<file path="src/rtl/core/fpau_pkg.sv">
`timescale 1ns / 1ps
// ----------------------------------------------------------------------------
// fpau_pkg: shared definitions for the fixed-point arithmetic unit
// Word format, operation codes and the command struct for the serial units.
// ----------------------------------------------------------------------------
package fpau_pkg;

  localparam int INT_BITS  = 32;
  localparam int FRAC_BITS = 32;
  localparam int W         = INT_BITS + FRAC_BITS;
  localparam int DATA_W    = 64;
  localparam int OP_W      = 4;
  localparam int SH_W      = $clog2(W);
  localparam int MUL_CNT_W = $clog2(W);
  localparam int DIV_N     = W + FRAC_BITS;
  localparam int DIV_CNT_W = $clog2(DIV_N);

  localparam logic [OP_W-1:0] OP_ADD = 4'd0;
  localparam logic [OP_W-1:0] OP_SUB = 4'd1;
  localparam logic [OP_W-1:0] OP_MUL = 4'd2;
  localparam logic [OP_W-1:0] OP_DIV = 4'd3;
  localparam logic [OP_W-1:0] OP_AND = 4'd4;
  localparam logic [OP_W-1:0] OP_OR  = 4'd5;
  localparam logic [OP_W-1:0] OP_XOR = 4'd6;
  localparam logic [OP_W-1:0] OP_NOT = 4'd7;
  localparam logic [OP_W-1:0] OP_NEG = 4'd8;
  localparam logic [OP_W-1:0] OP_SHL = 4'd9;
  localparam logic [OP_W-1:0] OP_SHR = 4'd10;
  localparam logic [OP_W-1:0] OP_CMP = 4'd11;

  typedef logic [W-1:0] word_t;

  typedef struct packed {
    logic start;
    logic ack;
  } unit_cmd_t;

endpackage

</file>
<file path="src/rtl/core/fixed_point_arith_unit.sv">
`timescale 1ns / 1ps
// ----------------------------------------------------------------------------
// fixed_point_arith_unit: signed Q32.32 fixed-point ALU
// Usage: a request beat on the in_ channel carries an op code and two raw
// operands; exactly one result beat with a raw value and three flags follows
// on the out_ channel, in request order.
// Add, sub, logic ops, not, neg, shifts, compare and divide by zero complete
// in the accept cycle: the result is registered and valid in the next cycle.
// Multiply runs a bit-serial shift-add unit: set-up, a shift-add step per
// multiplier bit, then sign fix.
// Divide runs a restoring divider over W + FRAC_BITS dividend bits, one bit
// a cycle, then a sign restore.
// One request is in flight at a time; in_stall is high while a multiply or
// divide runs and while a result is held under out_stall. The output
// register lets a new request in during the cycle a result is taken.
// Reset (rst_n low, synchronous) empties the unit and drops any request in
// progress. While out_stall is high the result beat holds unchanged.
// ----------------------------------------------------------------------------
module fixed_point_arith_unit (
  input  logic                               clk,
  input  logic                               rst_n,
  input  logic                               in_valid,
  output logic                               in_stall,
  input  logic [fpau_pkg::OP_W-1:0]          in_req_type,
  input  logic signed [fpau_pkg::DATA_W-1:0] in_operand_a,
  input  logic signed [fpau_pkg::DATA_W-1:0] in_operand_b,
  output logic                               out_valid,
  input  logic                               out_stall,
  output logic signed [fpau_pkg::DATA_W-1:0] out_result_value,
  output logic                               out_div_by_zero,
  output logic                               out_is_equal,
  output logic                               out_is_less
);

  localparam int W = fpau_pkg::W;

  fpau_pkg::word_t                a_w, b_w;
  logic [fpau_pkg::INT_BITS-1:0]  amt;
  logic [fpau_pkg::SH_W-1:0]      sh;
  logic                           sh_ok;
  fpau_pkg::word_t                simple_res;
  logic                           simple_dz, simple_eq, simple_lt;
  logic                           is_mul, is_div, is_long;
  logic                           accept, out_free, unit_done, take;
  fpau_pkg::word_t                mul_res, div_res, unit_res;
  logic                           mul_done, div_done;
  fpau_pkg::unit_cmd_t            mul_cmd, div_cmd;

  logic                           busy_r, busy_nxt;
  logic                           sel_div_r, sel_div_nxt;
  logic                           out_valid_r, out_valid_nxt;
  fpau_pkg::word_t                res_r, res_nxt;
  logic                           dz_r, dz_nxt;
  logic                           eq_r, eq_nxt;
  logic                           lt_r, lt_nxt;

  assign a_w   = in_operand_a[W-1:0];
  assign b_w   = in_operand_b[W-1:0];
  assign amt   = b_w[W-1:fpau_pkg::FRAC_BITS];
  assign sh    = amt[fpau_pkg::SH_W-1:0];
  assign sh_ok = !amt[fpau_pkg::INT_BITS-1] && (amt < fpau_pkg::INT_BITS'(W));

  always_comb begin
    simple_res = '0;
    simple_dz  = 1'b0;
    simple_eq  = 1'b0;
    simple_lt  = 1'b0;
    case (in_req_type)
      fpau_pkg::OP_ADD: simple_res = a_w + b_w;
      fpau_pkg::OP_SUB: simple_res = a_w - b_w;
      fpau_pkg::OP_DIV: simple_dz  = (b_w == '0);
      fpau_pkg::OP_AND: simple_res = a_w & b_w;
      fpau_pkg::OP_OR:  simple_res = a_w | b_w;
      fpau_pkg::OP_XOR: simple_res = a_w ^ b_w;
      fpau_pkg::OP_NOT: simple_res = ~a_w;
      fpau_pkg::OP_NEG: simple_res = '0 - a_w;
      fpau_pkg::OP_SHL: simple_res = sh_ok ? (a_w << sh) : '0;
      fpau_pkg::OP_SHR: begin
        simple_res = sh_ok ? W'($signed(a_w) >>> sh) : {W{a_w[W-1]}};
      end
      fpau_pkg::OP_CMP: begin
        simple_eq = (a_w == b_w);
        simple_lt = ($signed(a_w) < $signed(b_w));
      end
      default: ;
    endcase
  end

  assign is_mul  = (in_req_type == fpau_pkg::OP_MUL);
  assign is_div  = (in_req_type == fpau_pkg::OP_DIV) && (b_w != '0);
  assign is_long = is_mul || is_div;

  assign out_free  = !out_valid_r || !out_stall;
  assign in_stall  = busy_r || !out_free;
  assign accept    = in_valid && !in_stall;
  assign unit_done = sel_div_r ? div_done : mul_done;
  assign unit_res  = sel_div_r ? div_res : mul_res;
  assign take      = busy_r && unit_done && out_free;

  assign mul_cmd.start = accept && is_mul;
  assign mul_cmd.ack   = take && !sel_div_r;
  assign div_cmd.start = accept && is_div;
  assign div_cmd.ack   = take && sel_div_r;

  fpau_mul u_mul (
    .clk   (clk),
    .rst_n (rst_n),
    .cmd   (mul_cmd),
    .a     (a_w),
    .b     (b_w),
    .done  (mul_done),
    .res   (mul_res)
  );

  fpau_div u_div (
    .clk   (clk),
    .rst_n (rst_n),
    .cmd   (div_cmd),
    .a     (a_w),
    .b     (b_w),
    .done  (div_done),
    .res   (div_res)
  );

  always_comb begin
    busy_nxt      = busy_r;
    sel_div_nxt   = sel_div_r;
    out_valid_nxt = out_valid_r && out_stall;
    res_nxt       = res_r;
    dz_nxt        = dz_r;
    eq_nxt        = eq_r;
    lt_nxt        = lt_r;
    if (accept) begin
      if (is_long) begin
        busy_nxt    = 1'b1;
        sel_div_nxt = is_div;
      end else begin
        out_valid_nxt = 1'b1;
        res_nxt       = simple_res;
        dz_nxt        = simple_dz;
        eq_nxt        = simple_eq;
        lt_nxt        = simple_lt;
      end
    end else if (take) begin
      busy_nxt      = 1'b0;
      out_valid_nxt = 1'b1;
      res_nxt       = unit_res;
      dz_nxt        = 1'b0;
      eq_nxt        = 1'b0;
      lt_nxt        = 1'b0;
    end
  end

  always_ff @(posedge clk) begin
    if (!rst_n) begin
      busy_r      <= 1'b0;
      out_valid_r <= 1'b0;
    end else begin
      busy_r      <= busy_nxt;
      out_valid_r <= out_valid_nxt;
    end
    sel_div_r <= sel_div_nxt;
    res_r     <= res_nxt;
    dz_r      <= dz_nxt;
    eq_r      <= eq_nxt;
    lt_r      <= lt_nxt;
  end

  assign out_valid        = out_valid_r;
  assign out_result_value = fpau_pkg::DATA_W'($signed(res_r));
  assign out_div_by_zero  = dz_r;
  assign out_is_equal     = eq_r;
  assign out_is_less      = lt_r;

  a_accept_held: assert property (@(posedge clk) disable iff (!rst_n)
    accept |=> busy_r || out_valid_r)
    else $error("accepted beat neither in flight nor presented");
  a_busy_stall: assert property (@(posedge clk) disable iff (!rst_n)
    busy_r |-> in_stall)
    else $error("input open while a serial op runs");
  a_dz_zero: assert property (@(posedge clk) disable iff (!rst_n)
    (out_valid_r && dz_r) |-> (res_r == '0 && !eq_r && !lt_r))
    else $error("divide by zero beat carries a value");
  a_flags_excl: assert property (@(posedge clk) disable iff (!rst_n)
    out_valid_r |-> !(eq_r && lt_r))
    else $error("equal and less both set");

endmodule

</file>
<file path="src/rtl/core/fpau_mul.sv">
`timescale 1ns / 1ps
// ----------------------------------------------------------------------------
// fpau_mul: bit-serial signed fixed-point multiplier
// Shift-add over the magnitudes, one multiplier bit per cycle, then a sign
// fix and selection of the scaled product window.
// ----------------------------------------------------------------------------
module fpau_mul (
  input  logic                    clk,
  input  logic                    rst_n,
  input  fpau_pkg::unit_cmd_t     cmd,
  input  fpau_pkg::word_t         a,
  input  fpau_pkg::word_t         b,
  output logic                    done,
  output fpau_pkg::word_t         res
);

  localparam logic [1:0] S_IDLE = 2'd0;
  localparam logic [1:0] S_RUN  = 2'd1;
  localparam logic [1:0] S_FIX  = 2'd2;
  localparam logic [1:0] S_DONE = 2'd3;

  localparam int W  = fpau_pkg::W;
  localparam int PW = W + fpau_pkg::FRAC_BITS;

  logic [1:0]                     state_r, state_nxt;
  logic [fpau_pkg::MUL_CNT_W-1:0] cnt_r, cnt_nxt;
  fpau_pkg::word_t                mcand_r, mcand_nxt;
  fpau_pkg::word_t                p_r, p_nxt;
  fpau_pkg::word_t                q_r, q_nxt;
  logic                           neg_r, neg_nxt;
  fpau_pkg::word_t                res_r, res_nxt;

  logic [W:0]                     sum;
  logic [PW-1:0]                  prod_low;
  logic [PW-1:0]                  prod_sel;
  fpau_pkg::word_t                mag_a, mag_b;

  assign mag_a    = a[W-1] ? (~a + W'(1)) : a;
  assign mag_b    = b[W-1] ? (~b + W'(1)) : b;
  assign sum      = {1'b0, p_r} + (q_r[0] ? {1'b0, mcand_r} : '0);
  assign prod_low = {p_r[fpau_pkg::FRAC_BITS-1:0], q_r};
  assign prod_sel = neg_r ? (~prod_low + PW'(1)) : prod_low;

  always_comb begin
    state_nxt = state_r;
    cnt_nxt   = cnt_r;
    mcand_nxt = mcand_r;
    p_nxt     = p_r;
    q_nxt     = q_r;
    neg_nxt   = neg_r;
    res_nxt   = res_r;
    case (state_r)
      S_IDLE: begin
        if (cmd.start) begin
          mcand_nxt = mag_a;
          q_nxt     = mag_b;
          p_nxt     = '0;
          neg_nxt   = a[W-1] ^ b[W-1];
          cnt_nxt   = fpau_pkg::MUL_CNT_W'(W - 1);
          state_nxt = S_RUN;
        end
      end
      S_RUN: begin
        p_nxt = sum[W:1];
        q_nxt = {sum[0], q_r[W-1:1]};
        if (cnt_r == '0) begin
          state_nxt = S_FIX;
        end else begin
          cnt_nxt = cnt_r - 1'b1;
        end
      end
      S_FIX: begin
        res_nxt   = prod_sel[PW-1:fpau_pkg::FRAC_BITS];
        state_nxt = S_DONE;
      end
      S_DONE: begin
        if (cmd.ack) begin
          state_nxt = S_IDLE;
        end
      end
      default: state_nxt = S_IDLE;
    endcase
  end

  always_ff @(posedge clk) begin
    if (!rst_n) begin
      state_r <= S_IDLE;
    end else begin
      state_r <= state_nxt;
    end
    cnt_r   <= cnt_nxt;
    mcand_r <= mcand_nxt;
    p_r     <= p_nxt;
    q_r     <= q_nxt;
    neg_r   <= neg_nxt;
    res_r   <= res_nxt;
  end

  assign done = (state_r == S_DONE);
  assign res  = res_r;

  a_start_idle: assert property (@(posedge clk) disable iff (!rst_n)
    cmd.start |-> state_r == S_IDLE)
    else $error("mul started while busy");
  a_ack_done: assert property (@(posedge clk) disable iff (!rst_n)
    cmd.ack |-> state_r == S_DONE)
    else $error("mul acknowledged without result");
  a_run_to_fix: assert property (@(posedge clk) disable iff (!rst_n)
    (state_r == S_RUN && cnt_r == '0) |=> state_r == S_FIX)
    else $error("mul did not finish after last bit");

endmodule

</file>
<file path="src/rtl/core/fpau_div.sv">
`timescale 1ns / 1ps
// ----------------------------------------------------------------------------
// fpau_div: bit-serial signed fixed-point divider
// Restoring division of the scaled dividend magnitude, one quotient bit per
// cycle, then sign restore. Quotient bits above the word wrap away.
// ----------------------------------------------------------------------------
module fpau_div (
  input  logic                    clk,
  input  logic                    rst_n,
  input  fpau_pkg::unit_cmd_t     cmd,
  input  fpau_pkg::word_t         a,
  input  fpau_pkg::word_t         b,
  output logic                    done,
  output fpau_pkg::word_t         res
);

  localparam logic [1:0] S_IDLE = 2'd0;
  localparam logic [1:0] S_RUN  = 2'd1;
  localparam logic [1:0] S_FIX  = 2'd2;
  localparam logic [1:0] S_DONE = 2'd3;

  localparam int W = fpau_pkg::W;

  logic [1:0]                     state_r, state_nxt;
  logic [fpau_pkg::DIV_CNT_W-1:0] cnt_r, cnt_nxt;
  fpau_pkg::word_t                n_r, n_nxt;
  fpau_pkg::word_t                mb_r, mb_nxt;
  fpau_pkg::word_t                r_r, r_nxt;
  fpau_pkg::word_t                q_r, q_nxt;
  logic                           neg_r, neg_nxt;
  fpau_pkg::word_t                res_r, res_nxt;

  logic [W:0]                     r2;
  logic [W+1:0]                   diff;
  logic                           borrow;
  fpau_pkg::word_t                mag_a, mag_b;

  assign mag_a  = a[W-1] ? (~a + W'(1)) : a;
  assign mag_b  = b[W-1] ? (~b + W'(1)) : b;
  assign r2     = {r_r, n_r[W-1]};
  assign diff   = {1'b0, r2} - {2'b00, mb_r};
  assign borrow = diff[W+1];

  always_comb begin
    state_nxt = state_r;
    cnt_nxt   = cnt_r;
    n_nxt     = n_r;
    mb_nxt    = mb_r;
    r_nxt     = r_r;
    q_nxt     = q_r;
    neg_nxt   = neg_r;
    res_nxt   = res_r;
    case (state_r)
      S_IDLE: begin
        if (cmd.start) begin
          n_nxt     = mag_a;
          mb_nxt    = mag_b;
          r_nxt     = '0;
          q_nxt     = '0;
          neg_nxt   = a[W-1] ^ b[W-1];
          cnt_nxt   = fpau_pkg::DIV_CNT_W'(fpau_pkg::DIV_N - 1);
          state_nxt = S_RUN;
        end
      end
      S_RUN: begin
        n_nxt = {n_r[W-2:0], 1'b0};
        r_nxt = borrow ? r2[W-1:0] : diff[W-1:0];
        q_nxt = {q_r[W-2:0], ~borrow};
        if (cnt_r == '0) begin
          state_nxt = S_FIX;
        end else begin
          cnt_nxt = cnt_r - 1'b1;
        end
      end
      S_FIX: begin
        res_nxt   = neg_r ? (~q_r + W'(1)) : q_r;
        state_nxt = S_DONE;
      end
      S_DONE: begin
        if (cmd.ack) begin
          state_nxt = S_IDLE;
        end
      end
      default: state_nxt = S_IDLE;
    endcase
  end

  always_ff @(posedge clk) begin
    if (!rst_n) begin
      state_r <= S_IDLE;
    end else begin
      state_r <= state_nxt;
    end
    cnt_r <= cnt_nxt;
    n_r   <= n_nxt;
    mb_r  <= mb_nxt;
    r_r   <= r_nxt;
    q_r   <= q_nxt;
    neg_r <= neg_nxt;
    res_r <= res_nxt;
  end

  assign done = (state_r == S_DONE);
  assign res  = res_r;

  a_start_idle: assert property (@(posedge clk) disable iff (!rst_n)
    cmd.start |-> state_r == S_IDLE)
    else $error("div started while busy");
  a_nonzero_div: assert property (@(posedge clk) disable iff (!rst_n)
    state_r == S_RUN |-> mb_r != '0)
    else $error("div running with zero divisor");
  a_rem_bound: assert property (@(posedge clk) disable iff (!rst_n)
    state_r == S_RUN |-> r_r < mb_r)
    else $error("partial remainder not below divisor");

endmodule
</file>
<file path="config.mk">
export PLATFORM = sky130hd
export DESIGN_NAME = fixed_point_arith_unit
export DESIGN_NICKNAME = d
export VERILOG_FILES = /design/src/rtl/core/fpau_pkg.sv /design/src/rtl/core/fixed_point_arith_unit.sv /design/src/rtl/core/fpau_mul.sv /design/src/rtl/core/fpau_div.sv
export SDC_FILE = /design/constraint.sdc
export NUM_CORES = 2
export LEC_CHECK = 0
export BUFFER_PORTS_ARGS = -buffer_cell sky130_fd_sc_hd__buf_2
export CORE_ASPECT_RATIO = 2
export CORE_UTILIZATION = 70
export CTS_CLUSTER_DIAMETER = 30
export DETAILED_ROUTE_END_ITERATION = 6
export GPL_TIMING_DRIVEN = 0
export PLACE_DENSITY = 0.92
export SKIP_CTS_REPAIR_TIMING = 1
export SLEW_MARGIN = 20
export SYNTH_ARGS = -nofsm -noshare
export SYNTH_HDL_FRONTEND = slang
export SYNTH_HIERARCHICAL = 1
export SYNTH_SLANG_ARGS = --single-unit
</file>
<file path="constraint.sdc">
create_clock -name clk -period 16.15 [get_ports clk]
set_input_delay 0.8075 -clock clk [delete_from_list [all_inputs] [get_ports clk]]
set_output_delay 0.8075 -clock clk [all_outputs]
set_load 0.03 [all_outputs]
</file>
==> flow_summary.ini, run 1 <==
[yosys]
ys_dominant_reg_cell = edfxtp_1
async_flop_share_pct = 0
ys_warn_count = 6
ys_ff_latch = 665
syn-num-nets = 7699
postSynthCellCount = 7219
synth_area_mm2 = 0.0627
synth-edff-count = 659
syn_avg_cell_area_um2 = 8.68
synth_cell_types = 105
synth.yosys.seq_area_share_pct = 31.8

[global_routing]
grtUsageTotal_pct = 87.9
overflow = 5552
grt_pass1_vias = 78100
grt_pass1_wl_um = 582000
grt_max_degree = 65

[cts]
cts_buffer_depth = 3
numCtsBuffers = 85
clock-root-buffer = clkbuf_16
cts_num_sinks = 665
h-tree-depth = 3

[placed_design]
hpwl_um = 249000
portBuffers = 204
gp_routability_congestion = 2.15

[floorplan]
dieWidth_um = 214
die_h_um = 425
std_cell_rows = 154
boundaryPins = 205
start_util_pct = 70.9

[status]
status = aborted with a tool error
error_line = [ERROR GRT-0116] Global routing finished with congestion. Check the congestion regions in the DRC Viewer.
haltStage = global routing (5_1_grt)
==> metrics by stage <==
step	area (µm²)	utilization, %	std cells	setup slack (ns)
3_3_place_gp	65100	73.7	8593	3.72
2_1_floorplan	62700	-	7219	7.68
4_1_cts	68500	77.4	8765	9.86
3_5_place_dp	65500	74.1	8606	9.13
==> synthesized netlist by cell type, types with 30 or more instances <==
cell	count	area, µm²
mux4_2	150	3380
o22ai_1	48	300
and2_1	151	945
o31ai_1	147	1100
a21oi_1	546	2730
nor2b_1	35	219
clkbuf_1	410	1540
nor2_1	647	2430
or3_1	101	632
a211oi_1	99	743
nand4_1	99	619
nor3_1	144	721
a21o_1	99	743
buf_1	48	180
o21bai_1	70	526
nor4_1	89	557
xor2_1	131	1150
and3_1	31	194
nand3_1	123	616
nand2_1	719	2700
nand2b_1	44	275
a31oi_1	54	338
o221ai_1	50	438
or2_2	30	188
o21ai_0	561	2810
inv_1	333	1250
mux2i_1	181	1810
o211ai_1	59	443
ha_1	340	4250
buf_2	39	195
edfxtp_1	659	19800
o41ai_1	61	534
or4_1	65	488
xnor2_1	452	3960
==> routing by layer <==
metal  global-route usage, %  overflow
met1                    79.9       130
met2                     114      4196
met3                    66.9       117
met4                    92.1      1090
met5                    43.5        19
==> kinds of logic after synthesis <==
family                     share of synthesized area, %
DFF                                                31.8
AOI/OAI and AO/OA                                  21.1
xor gates and xnor gates                           8.15
and+or+nand+nor                                    18.2
buffers and inverters                              5.15
adders and majority gates                          6.92
muxes                                              8.68
==> run 2: changes to the inputs <==
--- a/config.mk
+++ b/config.mk
@@ -6,12 +6,10 @@
 export NUM_CORES = 2
 export LEC_CHECK = 0
 export BUFFER_PORTS_ARGS = -buffer_cell sky130_fd_sc_hd__buf_2
-export CORE_ASPECT_RATIO = 2
-export CORE_UTILIZATION = 70
-export CTS_CLUSTER_DIAMETER = 30
+export CORE_UTILIZATION = 40
 export DETAILED_ROUTE_END_ITERATION = 6
 export GPL_TIMING_DRIVEN = 0
-export PLACE_DENSITY = 0.92
+export PLACE_DENSITY_LB_ADDON = 0.15
 export SKIP_CTS_REPAIR_TIMING = 1
 export SLEW_MARGIN = 20
 export SYNTH_ARGS = -nofsm -noshare
==> flow_summary.ini, run 2 <==
[status]
status = finished with violations
violations = design-rule violations

[yosys]
synth-edff-count = 659
async_flop_share_pct = 0
ys_dominant_reg_cell = edfxtp_1
syn-num-nets = 7699
synth_cell_types = 105
synthTopCellsByArea = edfxtp_1 32%, ha_1 6.8%, xnor2_1 6.3%
ys_warn_count = 6
syn_avg_cell_area_um2 = 8.68
synth_top_cells_by_count = 719 x nand2_1, 659 x edfxtp_1, 647 x nor2_1, 561 x o21ai_0, 546 x a21oi_1
synth_area_mm2 = 0.0627
ys_ff_latch = 665
synth.yosys.seq_area_share_pct = 31.8
yosysMostFrequentCell = nand2_1
synth_top_area_cell = edfxtp_1
postSynthCellCount = 7219
synth_top_area_share_pct = 31.6

[power_and_ir_drop]
switchingPower_uw = 2700
powerDensity_mw_per_mm2 = 93.5
leakage_uw = 0.0251
ir_drop_mv = 0.121
clockPowerShare_pct = 27.5
p_seq_share_pct = 34.2
p_int_uw = 3790
p_sw_share_pct = 41.6
p_comb_share_pct = 38.3

[global_routing]
grt_max_degree = 57
overflow = 0
grt_pass1_wl_um = 498000
grt_pass1_vias = 60100
antenna_found_initial = 33
grtUsageTotal_pct = 45.2

[cells_and_area]
fin_area_mm2 = 0.0694
fin_cells = 9650
layout_commonest_cell = nand2_1
drive_above_1_share_pct = 9.47
final_net_count = 8011
area_delta_synth_final_pct = 10.8
mostFrequentLayoutCells = 718 x nand2_1, 659 x edfxtp_1, 643 x nor2_1

[sta]
tightest_slew_ns = 1.36
fin_crit_ns = 7.87
fmax_mhz = 127
post-route-period-util_pct = 48.7
setup_total_negative_slack_ns = 0
layout_setup_ws_ns = 8.28
hold_viol_final = 0
setup_viol = 0
drv_slew = 0
slew_headroom_pct = 9.52
holdWs_ns = 0.370
fin_skew_ns = 0.0868
rsz0062_at_grt = false

[floorplan]
std_cell_rows = 144
start_util_pct = 40.5
dieWidth_um = 398
die_h_um = 398
boundaryPins = 205
die_area_mm2 = 0.158
core-area_mm2 = 0.155

[route]
routed_wl_um = 369000
post_drt_wl_per_cell_um = 38.3
drt-initial-drc-count = 9799
detail-route-antenna-nets = 0
via_count = 65700
drt-vias-per-instance = 6.81
drcViolationCount = 1
dr.pass1.iters = 7

[cts]
clkLatencyLatePin_ns = 0.75
cts_buffer_depth = 3
numCtsBuffers = 79
cts_tree = built
clock-root-buffer = clkbuf_16
cts_num_sinks = 665
h-tree-depth = 3
clk_pin_slew_ns = 0.06

[worst_setup_path]
r2r_cells = 14
crit_required_ns = 16.56
start_kind = input pin
r2r-start = u_div/n_r[63]$_DFFE_PP_
endpoint = out_result_value[53]$_DFFE_PP_
critPathKind = in2reg
rr_endpoint = u_div/r_r[43]$_SDFFCE_PN0P_
startpoint = in_operand_b[36]
r2r_slack_ns = 10.07
arrival_ns = 8.28
cp_max_fo = 11
endpoint_kind = flip-flop

[placed_design]
postPlaceCellArea_mm2 = 0.0668
portBuffers = 204
pre_cts_ws_ns = 8.14
hpwl_um = 294000
gp_routability_congestion = 1.11
dp.cells = 9493

[min_path]
hp-class = in2reg

[flow_run]
drv_cap = 0
## run 2: cell counts after synthesis
No cell type changed its count.
## run 2: critical path, stage by stage
cell	delay, ns
buf_2	0.24
clkbuf_1	0.37
inv_1	0.28
buf_1	0.71
buf_1	0.79
clkbuf_1	0.95
ha_1	0.43
clkbuf_1	0.30
nor2_1	0.37
o21ai_0	0.21
a31oi_1	0.45
o21ai_0	0.19
o41ai_1	0.26
o21ai_0	0.40
o41ai_2	0.69
and2_1	0.24
nor4_1	0.05
or3b_1	0.48
## run 2: worst min-delay path by stage
stage	depth (start not counted)	endpoint	start
2_1_floorplan	0	u_div/res[0]$_DFFE_PP_	u_div/q_r[0]$_SDFFCE_PN0P_
3_3_place_gp	2	u_div/n_r[62]$_DFFE_PP_	u_div/n_r[61]$_DFFE_PP_
3_5_place_dp	2	u_div/n_r[41]$_DFFE_PP_	u_div/n_r[40]$_DFFE_PP_
4_1_cts	3	u_div/state_r[0]$_SDFFE_PN0P_	rst_n
5_1_grt	3	u_div/state_r[0]$_SDFFE_PN0P_	rst_n
6_report	3	u_div/state_r[0]$_SDFFE_PN0P_	rst_n
## run 2: cell type report
cell class                      instances  area [µm²]
Tap cell                             2044        2560
Buffer                                502        1980
Clock buffer                           94        2030
Clock inverter                         47         468
Multi-Input combinational cell       5713       39700
Fill cell                           15400       85400
Sequential cell                       665       19900
Antenna cell                           15        37.5
Inverter                              339        1270
Timing Repair Buffer                  231        1430
## run 2: logic make-up (layout without fill, tap and decap cells)
group           after synthesis  count (layout)  synth area share [%]
other cells                   0              15                     0
buf+inv                     841            1213                  5.15
compound gates             2075            2075                  21.1
fa+ha+maj                   344             344                  6.92
simple gates               2358            2358                  18.2
mux                         353             353                  8.68
xor+xnor                    583             583                  8.15
flops                       665             665                  31.8
## run 2: power groups by stage
| stage | combinational (µW) | clock (µW) | sequential (µW) |
|---|---|---|---|
| final | 2490 | 1780 | 2220 |
| after global routing | 2560 | 1870 | 2230 |
| after CTS | 2360 | 1820 | 2220 |
| after detailed placement | 2350 | 0 | 2250 |
| after global placement | 2320 | 0 | 2280 |
| after floorplan | 1290 | 0 | 2260 |
## run 2: routing by layer
layer	global-route usage, %	share of wire [%]
met1	59.3	40
met2	63.4	40
met3	15.2	13
met4	28.5	7.6
met5	0	0.081
## run 2: stage by stage
stage | total power [µW] | utilization [%]
after floorplan | 3550 | -
after global placement | 4600 | 42.8
after detailed placement | 4600 | 43.2
after CTS | 6400 | 44.8
after global routing | 6660 | 44.8
final | 6490 | 44.8
Power figures use the tool's default switching activity.
